==> config.mk <==
export PLATFORM = sky130hd
export DESIGN_NAME = pip_scan
export DESIGN_NICKNAME = d
export VERILOG_FILES = /design/src/rtl/pip_pkg.sv /design/src/rtl/pip_scan.sv
export SDC_FILE = /design/constraint.sdc
export NUM_CORES = 2
export LEC_CHECK = 0
export ABC_AREA = 1
export BUFFER_PORTS_ARGS = -buffer_cell sky130_fd_sc_hd__buf_2
export CAP_MARGIN = 25
export CORE_ASPECT_RATIO = 1.75
export CORE_MARGIN = 2
export CORE_UTILIZATION = 68
export DETAILED_ROUTE_END_ITERATION = 10
export HOLD_SLACK_MARGIN = 0.15
export PLACE_DENSITY_LB_ADDON = 0.1
export REMOVE_ABC_BUFFERS = 1
export SLEW_MARGIN = 20
export SYNTH_ARGS = -nofsm -noshare
export SYNTH_HDL_FRONTEND = slang
export SYNTH_SLANG_ARGS = --single-unit
==> constraint.sdc <==
create_clock -name clk_i -period 14.2 [get_ports clk_i]
set_input_delay 0 -clock clk_i [delete_from_list [all_inputs] [get_ports clk_i]]
set_output_delay 0 -clock clk_i [all_outputs]
set_load 0.02 [all_outputs]
==> src/rtl/pip_pkg.sv <==
// ----------------------------------------------------------------------------
// pip_pkg: shared types and constants for the point-in-polygon block
// Coordinate widths, status codes, payload structs and the edge record.
// ----------------------------------------------------------------------------
package pip_pkg;

  localparam int CoordBits       = 24;
  localparam int CrossBits       = 9;
  localparam int StatusBits      = 2;
  localparam int MaxEdgesDefault = 256;

  localparam logic [CrossBits-1:0] CrossMax = {CrossBits{1'b1}};

  localparam logic signed [CoordBits-1:0] CoordMax = {1'b0, {(CoordBits-1){1'b1}}};
  localparam logic signed [CoordBits-1:0] CoordMin = {1'b1, {(CoordBits-1){1'b0}}};

  // request kinds
  localparam logic ReqLoad  = 1'b0;
  localparam logic ReqQuery = 1'b1;

  // result status codes
  localparam logic [StatusBits-1:0] StatStored   = 2'd0;
  localparam logic [StatusBits-1:0] StatVertical = 2'd1;
  localparam logic [StatusBits-1:0] StatFull     = 2'd2;
  localparam logic [StatusBits-1:0] StatQuery    = 2'd3;

  typedef struct packed {
    logic                 req_type;
    logic                 first_edge;
    logic [CoordBits-1:0] x_a;
    logic [CoordBits-1:0] y_a;
    logic [CoordBits-1:0] x_b;
    logic [CoordBits-1:0] y_b;
  } in_item_t;

  typedef struct packed {
    logic [StatusBits-1:0] status;
    logic                  inside_res;
    logic [CrossBits-1:0]  crossings;
  } out_item_t;

  // one stored edge, left end first
  typedef struct packed {
    logic [CoordBits-1:0] lx;
    logic [CoordBits-1:0] ly;
    logic [CoordBits-1:0] rx;
    logic [CoordBits-1:0] ry;
  } edge_t;

  // control from the sequencer to the scan pipeline
  typedef struct packed {
    logic clear;       // restart the crossing count
    logic data_valid;  // edge table read data valid this cycle
  } scan_ctrl_t;

endpackage

==> src/rtl/pip_scan.sv <==
// ----------------------------------------------------------------------------
// pip_scan: edge crossing pipeline
// Span check and differences, two signed products, compare and count.
// ----------------------------------------------------------------------------
module pip_scan #(
  parameter int MaxEdges = pip_pkg::MaxEdgesDefault
) (
  input  logic                              clk_i,
  input  logic                              rst_ni,
  input  pip_pkg::scan_ctrl_t               ctrl_i,
  input  pip_pkg::edge_t                    edge_i,
  input  logic [pip_pkg::CoordBits-1:0]     px_i,
  input  logic [pip_pkg::CoordBits-1:0]     py_i,
  output logic                              busy_o,
  output logic [$clog2(MaxEdges+1)-1:0]     count_o
);
  import pip_pkg::*;

  localparam int CntW  = $clog2(MaxEdges + 1);
  localparam int DiffW = CoordBits + 1;
  localparam int ProdW = 2 * DiffW;

  // stage A: span test and differences
  logic                    a_vld_q, a_vld_d;
  logic                    a_hit_q, a_hit_d;
  logic signed [DiffW-1:0] dxp_q, dxp_d;  // px - lx
  logic signed [DiffW-1:0] dyr_q, dyr_d;  // ry - ly
  logic signed [DiffW-1:0] dyp_q, dyp_d;  // py - ly
  logic signed [DiffW-1:0] dxr_q, dxr_d;  // rx - lx
  // stage B: products
  logic                    b_vld_q, b_vld_d;
  logic signed [ProdW-1:0] pl_q, pl_d;
  logic signed [ProdW-1:0] pr_q, pr_d;
  logic [CntW-1:0]         cnt_q, cnt_d;

  always_comb begin
    a_vld_d = ctrl_i.data_valid;
    a_hit_d = ($signed(edge_i.lx) <= $signed(px_i)) && ($signed(px_i) < $signed(edge_i.rx));
    dxp_d   = {px_i[CoordBits-1], px_i} - {edge_i.lx[CoordBits-1], edge_i.lx};
    dyr_d   = {edge_i.ry[CoordBits-1], edge_i.ry} - {edge_i.ly[CoordBits-1], edge_i.ly};
    dyp_d   = {py_i[CoordBits-1], py_i} - {edge_i.ly[CoordBits-1], edge_i.ly};
    dxr_d   = {edge_i.rx[CoordBits-1], edge_i.rx} - {edge_i.lx[CoordBits-1], edge_i.lx};

    b_vld_d = a_vld_q && a_hit_q;
    pl_d    = dxp_q * dyr_q;
    pr_d    = dyp_q * dxr_q;

    cnt_d = cnt_q;
    if (ctrl_i.clear) begin
      cnt_d = '0;
    end else if (b_vld_q && (pl_q > pr_q)) begin
      cnt_d = cnt_q + CntW'(1);
    end
  end

  always_ff @(posedge clk_i or negedge rst_ni) begin
    if (!rst_ni) begin
      a_vld_q <= 1'b0;
      b_vld_q <= 1'b0;
      cnt_q   <= '0;
    end else begin
      a_vld_q <= a_vld_d;
      b_vld_q <= b_vld_d;
      cnt_q   <= cnt_d;
    end
  end

  always_ff @(posedge clk_i) begin
    a_hit_q <= a_hit_d;
    dxp_q   <= dxp_d;
    dyr_q   <= dyr_d;
    dyp_q   <= dyp_d;
    dxr_q   <= dxr_d;
    pl_q    <= pl_d;
    pr_q    <= pr_d;
  end

  assign busy_o  = a_vld_q || b_vld_q;
  assign count_o = cnt_q;

endmodule

==> impl_metrics.ini <==
[worst_setup_path]
crit_cells = 19
arrival_ps = 8440
critPathCaptureType = flop
crit_end = pl_q[39]
worst-path-buf-inv = 4
crit_top_cell = fa_1
rrSetupSlack_ps = 6240
reg2reg_to = pl_q[39]
cp-start-kind = flop
crit_start = dyr_q[1]
worstPathCellList = nand2_1 > inv_1 > fa_1 > fa_1 > inv_1 > fa_1 > inv_1 > fa_1 > fa_1 > fa_1 > fa_1 > ha_1 > nand2_1 > nor2_1 > inv_1 > nor3_1 > nand4_1 > nand3_1 > xor2_1
cp_data_required_time_ps = 14680
path_class = reg2reg
timing.rr.start = dyr_q[1]
crit_path_top_delay_cell = dfxtp_1
crit_path_max_incr_delay_ps = 1010
crit_family = adder cells
cp_max_fo = 25
worstRegToRegCells = 19

[drt]
viasPerCell = 5.75
drt_iter0_markers = 3967
post_drt_wl_per_cell_um = 23.2
wl_um = 206000
final_antenna_net_count = 0
drcViolationCount = 0
drt_pass1_iterations = 7
vias = 51050

[run]
maxCapViolations = 0

[yosys]
syn_inst = 7467
avgSynthCellArea_um2 = 7.95
ys_warn_count = 0
synth_common_cells = 2208 x inv_1, 1730 x nand2_1, 1320 x fa_1
synth_top_area_share_pct = 44.5
async_flop_share_pct = 5.19
ys.flop_type = dfxtp_1
synth-seq-area-share_pct = 7.24
synth_area_mm2 = 0.0594
synth_edf_count = 0
yosysTopAreaCell = fa_1
synth_area_leaders = fa_1 44%, inv_1 14%, nand2_1 11%
ys_ff_latch = 212
yosysMostFrequentCell = inv_1
synth.distinct_cells = 49

[cells_and_area]
nets = 9606
fin_util_pct = 74.4
area_growth_pct = 8.67
drive_above_1_share_pct = 4.40

[clock_network]
postCtsSetupBuffers = 0
cts_sinks = 212
cts_resized = 0
cts.clk_slew.worst_paths_ps = 80
clock-root-buffer = clkbuf_16
hold_buffers = 240
clock_latency_ps = 630
clock_path_buffers = 3
numCtsBuffers = 25
htree_num_levels = 1
tritoncts = done

[sta]
tightest_slew_ps = 1120
relSlewSlack_pct = 25.0
fmax_ghz = 0.126
drv_slew = 0
setup_violations = 0
worst_slack_ps = 6240
worst_clock_skew_ps = 89.4
hold_violations = 0
setup_tns_ps = 0
fin_crit_sh_pct = 56.0
final.min_clock_period_ps = 7960
fin_hold_ws_ps = 175
grt_setup_unrepaired = false

[global_route]
busiest_layer = met2
met2_usage_pct = 79.7
global_route.usage.met1_pct = 44.2
grt_use_met3_pct = 15.8
grt_pass1_wl_um = 316000
grt_max_degree = 26
grt.total_usage_pct = 48.3
grt_pass1_vias = 57236
antenna_found_initial = 23
grt_overflow = 0

[placement]
gp_congestion = 1.06
dpl_worst_slack_ps = 6500
hpwl_um = 160000
place.port_buffers = 157

[floorplanning]
start_util_pct = 68.4
io_pins = 158
core_mm2 = 0.0868
rows = 143
die-height_um = 395
dieArea_mm2 = 0.0898
fp.dieW_um = 227

[min_path]
hold_class = in2reg

[run_status]
status = finished, final reports clean
-- layout make-up --
cell class | count | area, µm²
multi-input cells | 4747 | 45700
fillers | 6694 | 22200
inverters | 2209 | 8290
flip-flops and latches | 212 | 4310
repair buffers | 490 | 3920
well taps | 1160 | 1450
clock buffers | 30 | 674
clock inverters | 15 | 194
diodes | 14 | 35.0
-- how the worst min path moves through the flow --
| stage | start | endpoint | slack, ps | depth (start not counted) |
|---|---|---|---|---|
| after CTS | edge_i[54] | dyp_q[6] | 150 | 5 |
| final | edge_i[54] | dyp_q[6] | 180 | 5 |
| after floorplan | rst_ni | a_vld_q | -300 | 0 |
| after global routing | edge_i[55] | dyp_q[7] | 200 | 5 |
| after global placement | rst_ni | count_o[7] | -90 | 1 |
| after detailed placement | rst_ni | count_o[7] | -80 | 1 |
-- logic make-up after synthesis --
family	synth area share, %
buf+inv	15.9
simple gates	15.1
fa+ha+maj	54.0
compound gates	4.74
flops	7.24
xor+xnor	2.99
-- sequential cells by signal, indices dropped and copies added, names as in the netlist, 9 cells and up --
name,count
pl_q,50
dxr_q,25
dyp_q,25
count_o,9
dyr_q,25
dxp_q,25
pr_q,50
-- metrics by stage --
stage,instance area [µm²],instances
after floorplan,58300,7168
after global placement,61200,8574
after detailed placement,61200,8575
after CTS,64500,8860
after global routing,64500,8872
final,64500,8877
-- layer usage --
metal	vias up	wire length, µm
met5	-	184
met4	20	28600
met3	1585	21900
met2	3264	98300
met1	24451	57200
li1	21730	-
-- cells in the final DEF (no fill, tap or decap), types with 58 or more instances in the layout --
cell type,n
a21oi_1,242
buf_2,157
buf_4,89
dfxtp_1,198
dlygate4sd3_1,240
fa_1,1320
ha_1,453
inv_1,2208
nand2_1,1730
nand3_1,119
nor2_1,299
o21ai_0,119
xnor2_1,58
xor2_1,145
-- worst min-delay path: cells and delay by family --
| family | cells | cell delay [ps] |
|---|---|---|
| adders and majority gates | 1 | 350 |
| buffers and inverters | 3 | 320 |
| xor gates and xnor gates | 1 | 70 |
Power is not shown: default switching activity piles up to over one toggle a cycle in this logic, so the estimate is an artifact.
